==> src/rtl/pswu_pkg.sv <==
// Shared widths and codes for the pulse source waveform unit.
package pswu_pkg;

    localparam int TW = 32;
    localparam int LW = 16;
    localparam int MW = LW + 1;
    localparam int PW = MW + TW;
    localparam int AW = 5;

    typedef enum logic [2:0] {
        SEG_DELAY   = 3'd0,
        SEG_RISE    = 3'd1,
        SEG_HIGH    = 3'd2,
        SEG_FALL    = 3'd3,
        SEG_LOW     = 3'd4
    } seg_t;

    typedef enum logic [2:0] {
        REG_BASE    = 3'd0,
        REG_PULSE   = 3'd1,
        REG_DELAY   = 3'd2,
        REG_RISE    = 3'd3,
        REG_FALL    = 3'd4,
        REG_HIGH    = 3'd5,
        REG_PERIOD  = 3'd6
    } reg_idx_t;

endpackage

==> src/rtl/pswu_mod_pipe.sv <==
// Pipelined restoring reduction of the time offset modulo the period, one bit per stage.
module pswu_mod_pipe (
    input  logic                clk,
    input  logic                rst_n,
    input  logic                en,
    input  logic                in_valid,
    input  logic                in_pre,
    input  logic [pswu_pkg::TW-1:0] in_u,
    input  logic [pswu_pkg::TW-1:0] period,
    output logic                out_valid,
    output logic                out_pre,
    output logic [pswu_pkg::TW-1:0] out_u
);
    import pswu_pkg::*;

    logic          valid_reg [TW];
    logic          pre_reg   [TW];
    logic [TW-1:0] u_reg     [TW];
    logic [TW-1:0] rem_reg   [TW];

    genvar k;
    generate
        for (k = 0; k < TW; k++)
        begin : g_stage
            logic          v_prev;
            logic          p_prev;
            logic [TW-1:0] u_prev;
            logic [TW-1:0] r_prev;
            logic [TW:0]   trial;
            logic [TW:0]   diff;
            logic [TW-1:0] r_next;

            if (k == 0)
            begin : g_first
                assign v_prev = in_valid;
                assign p_prev = in_pre;
                assign u_prev = in_u;
                assign r_prev = '0;
            end
            else
            begin : g_rest
                assign v_prev = valid_reg[k-1];
                assign p_prev = pre_reg[k-1];
                assign u_prev = u_reg[k-1];
                assign r_prev = rem_reg[k-1];
            end

            always_comb
            begin
                trial  = {r_prev, u_prev[TW-1-k]};
                diff   = trial - {1'b0, period};
                r_next = (trial >= {1'b0, period}) ? diff[TW-1:0] : trial[TW-1:0];
            end

            always_ff @(posedge clk or negedge rst_n)
            begin
                if (!rst_n)
                begin
                    valid_reg[k] <= 1'b0;
                end
                else if (en)
                begin
                    valid_reg[k] <= v_prev;
                end
            end

            always_ff @(posedge clk)
            begin
                if (en)
                begin
                    pre_reg[k] <= p_prev;
                    u_reg[k]   <= u_prev;
                    rem_reg[k] <= r_next;
                end
            end
        end
    endgenerate

    assign out_valid = valid_reg[TW-1];
    assign out_pre   = pre_reg[TW-1];
    assign out_u     = (period == '0) ? u_reg[TW-1] : rem_reg[TW-1];

endmodule

==> config.mk <==
export PLATFORM = sky130hd
export DESIGN_NAME = pswu_mod_pipe
export DESIGN_NICKNAME = d
export VERILOG_FILES = /design/src/rtl/pswu_pkg.sv /design/src/rtl/pswu_mod_pipe.sv
export SDC_FILE = /design/constraint.sdc
export NUM_CORES = 2
export LEC_CHECK = 0
export ABC_CLOCK_PERIOD_IN_PS = 3700
export BUFFER_PORTS_ARGS = -buffer_cell sky130_fd_sc_hd__buf_4
export CAP_MARGIN = 20
export CORE_ASPECT_RATIO = 1.1
export CORE_MARGIN = 3
export CORE_UTILIZATION = 55
export CTS_BUF_LIST = sky130_fd_sc_hd__clkbuf_2
export DETAILED_ROUTE_END_ITERATION = 16
export GPL_TIMING_DRIVEN = 0
export PLACE_DENSITY = 0.75
export SLEW_MARGIN = 20
export SYNTH_ARGS = -nofsm -noshare
export SYNTH_HDL_FRONTEND = slang
export SYNTH_SLANG_ARGS = --single-unit
==> constraint.sdc <==
create_clock -name clk -period 3.7 [get_ports clk]
set_input_delay 0 -clock clk [delete_from_list [all_inputs] [get_ports clk]]
set_output_delay 0 -clock clk [all_outputs]
set_load 0.03 [all_outputs]
==> out/summary.txt <==
# rows: 181
Port buffer count: 102
Critical Path Slowest Stage Cell: dlygate4sd3_1
Die ar.: 229000 um2
Met1 wire length: 135000 um
Seq pwr share: 31.8%
Fin Setup TNS: -25.71 ns
Yosys reg bits: 2112
Die Span Y: 502 um
Latest clock arrival within the worst-skew pair: 1.99 ns
Critical path startpoint category: input port
Combinational power share: 55.9%
Grt total ovfl: 0
Utilization after layout: 64.7%
Syn-to-layout area delta: 16.6%
Crit path buffers/inverters: 9
Synthesis Warnings: 0
Cell Area, Synth: 123000 um2
Main area contributors after synthesis: edfxtp_1, ha_1, mux2_2
Max-Cap Viols: 0
Top cell type's share of synthesized area: 50.9%
Number of synthesized flops with an enable pin: 2080
Least-Margin Pin Slew: 1.34 ns
DR WL met2: 165000 um
Leak: 57.1 nW
Post-synth top flop: edfxtp_1
Worst Setup Slack, final: -0.505 ns
Antenna violation net count after detailed routing: 0
Synth Net Count: 11782
Root Driver: clkbuf_2
Met3 routed WL: 26700 um
Register area: 63300 um2
Status: finished, violations left
Clock Path Buffers: 4
Period utilisation layout: 114%
I/O pin cnt: 103
Most frequent CP cell: dlygate4sd3_1
Clock share of power: 12.3%
First-pass GRT wire length: 516000 um
Count of final hold-check violations: 0
Clk sink count: 2112
H-Tree Level Count: 6
Minimum clock period: 4.21 ns
Syn avg cell area: 11.5 um2
Fill cell count: 16840
CP peak stage delay: 0.70 ns
Distinct cells, synth: 87
Placer Congestion: 0.957
GRT Overall Usage: 29.0%
Final number of setup-violating endpoints: 221
Critical Path End Type: register
Post-Route WL: 348000 um
CTS tree: built
Critical path arrival: 5.91 ns
Vias: 93800
Detailed Routing Iterations Pass 1: 9
Vias per cell: 6.13
Maximum fanout along the worst path: 10
Failing checks: setup timing
Register area share after synthesis: 51.5%
PnR Total Power: 131 mW
Vias in the first global route: 91748
# DRC: 0
Synth area leader: edfxtp_1
Layout cells sized above 1: 20.0%
CP top delay family: buffers and inverters
Crit path required time: 5.40 ns
Initial drt markers: 8414
Initial antenna violation count: 20
Drt wl/cell: 22.7 um
Pwr dens: 916 nW/um2
Nets: 13061
Achievable clock frequency: 238 MHz
Worst path cell trace: dlygate4sd3_1 -> buf_4 -> dlygate4sd3_1 -> nor4_1 -> nand3_1 -> dlygate4sd3_1 -> nor2_1 -> dlygate4sd3_1 -> dlygate4sd3_1 -> dlygate4sd3_1 -> clkbuf_2 -> a31oi_1 -> dlygate4sd3_1
Sw Ratio: 42.0%
Uppermost layer routed: met5
Post-Syn Instances: 10688
Slew headroom: 10.7%
FFs w/ async S/R, synth: 1.52%
Setup WS pre-CTS: -1.67 ns
Clk slew on worst S/H paths: 0.10 ns
Starting Density: 55.4%
DPL Wire Length: 232000 um
Die width: 457 um
Unrepaired setup endpoints after global routing: true
Max IR drop VDD: 0.406 mV
Switching pwr: 55.1 mW
WS Path Type: input port to register
CTS Buf Count: 561
Pin count of the biggest net entering global routing: 169
Core area: 221000 um2
Multi-input logic area: 60700 um2
Hold Path Class: register to register
Skew final: 0.234 ns
Internal power: 76.1 mW
Slew Limit Fails: 0
[cell usage after synthesis, drive strengths merged, types with 74 or more instances]
| master | n |
|---|---|
| a211oi | 80 |
| a21o | 483 |
| a21oi | 917 |
| a31oi | 126 |
| clkbuf | 217 |
| edfxtp | 2080 |
| ha | 994 |
| inv | 323 |
| mux2 | 466 |
| nand2 | 887 |
| nand2b | 126 |
| nand3 | 186 |
| nand4 | 122 |
| nor2 | 548 |
| nor2b | 139 |
| nor3 | 132 |
| o21a | 116 |
| o21ai | 891 |
| o21bai | 126 |
| o31ai | 74 |
| xnor2 | 496 |
| xor2 | 359 |
[cell families after synthesis]
| logic type | Yosys count | share of synthesized area, % |
|---|---|---|
| simple gates | 2450 | 9.37 |
| compound gates | 3177 | 16.0 |
| xor+xnor | 855 | 6.10 |
| mux | 493 | 4.58 |
| buf+inv | 576 | 1.79 |
| flops | 2112 | 51.5 |
| fa+ha+maj | 1025 | 10.6 |
[routing by layer]
layer | up-vias | global-route usage [%]
li1 | 43581 | -
met1 | 45063 | 35.6
met2 | 4050 | 47.9
met3 | 1098 | 5.74
met4 | 8 | 16.7
met5 | - | 0
[worst reg2reg max path, stage by stage, from the launching register on]
cell       delay (ns)
edfxtp_1         0.45
ha_1             0.34
nor2b_4          0.15
o31ai_4          0.28
a2111oi_4        0.14
o21ai_2          0.25
a21oi_2          0.10
o21bai_2         0.21
a21oi_2          0.11
a221o_1          0.37
a2111oi_4        0.36
o21a_2           0.25
buf_12           0.16
buf_12           0.14
mux2_4           0.31
[final timing paths]
check,from,endpoint,slack [ns],cells after the start
max,period[6],rem_reg[0][12]$_SDFFCE_PP0P_,-0.51,13
min,u_reg[1][165]$_DFFE_PP_,u_reg[1][197]$_DFFE_PP_,0.31,0
max reg2reg,rem_reg[1][320]$_DFFE_PP_,rem_reg[1][379]$_DFFE_PP_,-0.31,14
min reg2reg,u_reg[1][165]$_DFFE_PP_,u_reg[1][197]$_DFFE_PP_,0.31,0
max in group asynchronous,rst_n,g_stage[26].v_prev$_DFFE_PN0P_,2.69,8
min in group asynchronous,rst_n,g_stage[28].v_prev$_DFFE_PN0P_,0.81,8
[final cells by class]
| cell class | instances | area share [%] |
|---|---|---|
| buffer | 244 | 1.07 |
| inverter | 324 | 0.918 |
| multi-input combinational | 8000 | 42.4 |
| clock buffer | 754 | 2.64 |
| sequential | 2112 | 44.2 |
| clock inverter | 182 | 0.792 |
| timing repair buffer | 724 | 5.41 |
| antenna | 28 | 0.0489 |
| tap | 2928 | 2.56 |
[timing repair]
item / CTS / global route
hold endpoints to repair: 2779 / 0
cloned: 6 / 6
resized for setup: 579 / 550
buffers inserted: 145 / 148
setup endpoints to repair: 968 / 1079
hold buffers: 271 / 0
pin swaps: 128 / 239
[per-stage QoR]
| step | std cells | cell area, um2 | hold slack, ns |
|---|---|---|---|
| floorplan | 10688 | 123000 | -0.296 |
| global placement | 13718 | 127000 | -0.0587 |
| detailed placement | 13775 | 129000 | -0.0509 |
| CTS | 15131 | 140000 | 0.00934 |
| global route | 15292 | 143000 | 0.0676 |
| finish | 15296 | 143000 | 0.310 |
[power by group through the flow]
stage | logic, mW | registers (mW) | clock network (mW)
floorplan | 47.9 | 39.4 | 0
global route | 79.5 | 42.1 | 18.0
CTS | 68.5 | 41.5 | 16.7
global placement | 61.5 | 42.6 | 0
finish | 73.3 | 41.7 | 16.2
detailed placement | 63.1 | 41.9 | 0
[cell usage in the layout, fill, tap and decap left out, drive strengths merged, types with 28 or more instances in the layout]
| cell type | count |
|---|---|
| xor2 | 359 |
| dlygate4sd3 | 245 |
| a31oi | 126 |
| buf | 530 |
| nand2 | 887 |
| nand3 | 186 |
| edfxtp | 2080 |
| nor3 | 132 |
| fa | 31 |
| o31ai | 74 |
| or3 | 45 |
| a21oi | 917 |
| nor2b | 139 |
| nand4 | 122 |
| o21ai | 891 |
| dfrtp | 32 |
| o21a | 116 |
| nor2 | 548 |
| o21bai | 126 |
| o211ai | 38 |
| and3 | 71 |
| ha | 994 |
| a211oi | 80 |
| or2 | 28 |
| inv | 325 |
| a21o | 483 |
| mux2 | 466 |
| nand2b | 126 |
| xnor2 | 496 |
| clkbuf | 946 |
| nor4 | 40 |
| clkinv | 146 |
| and2 | 40 |
| diode | 28 |
No activity file was read; power rests on OpenSTA's default activity.
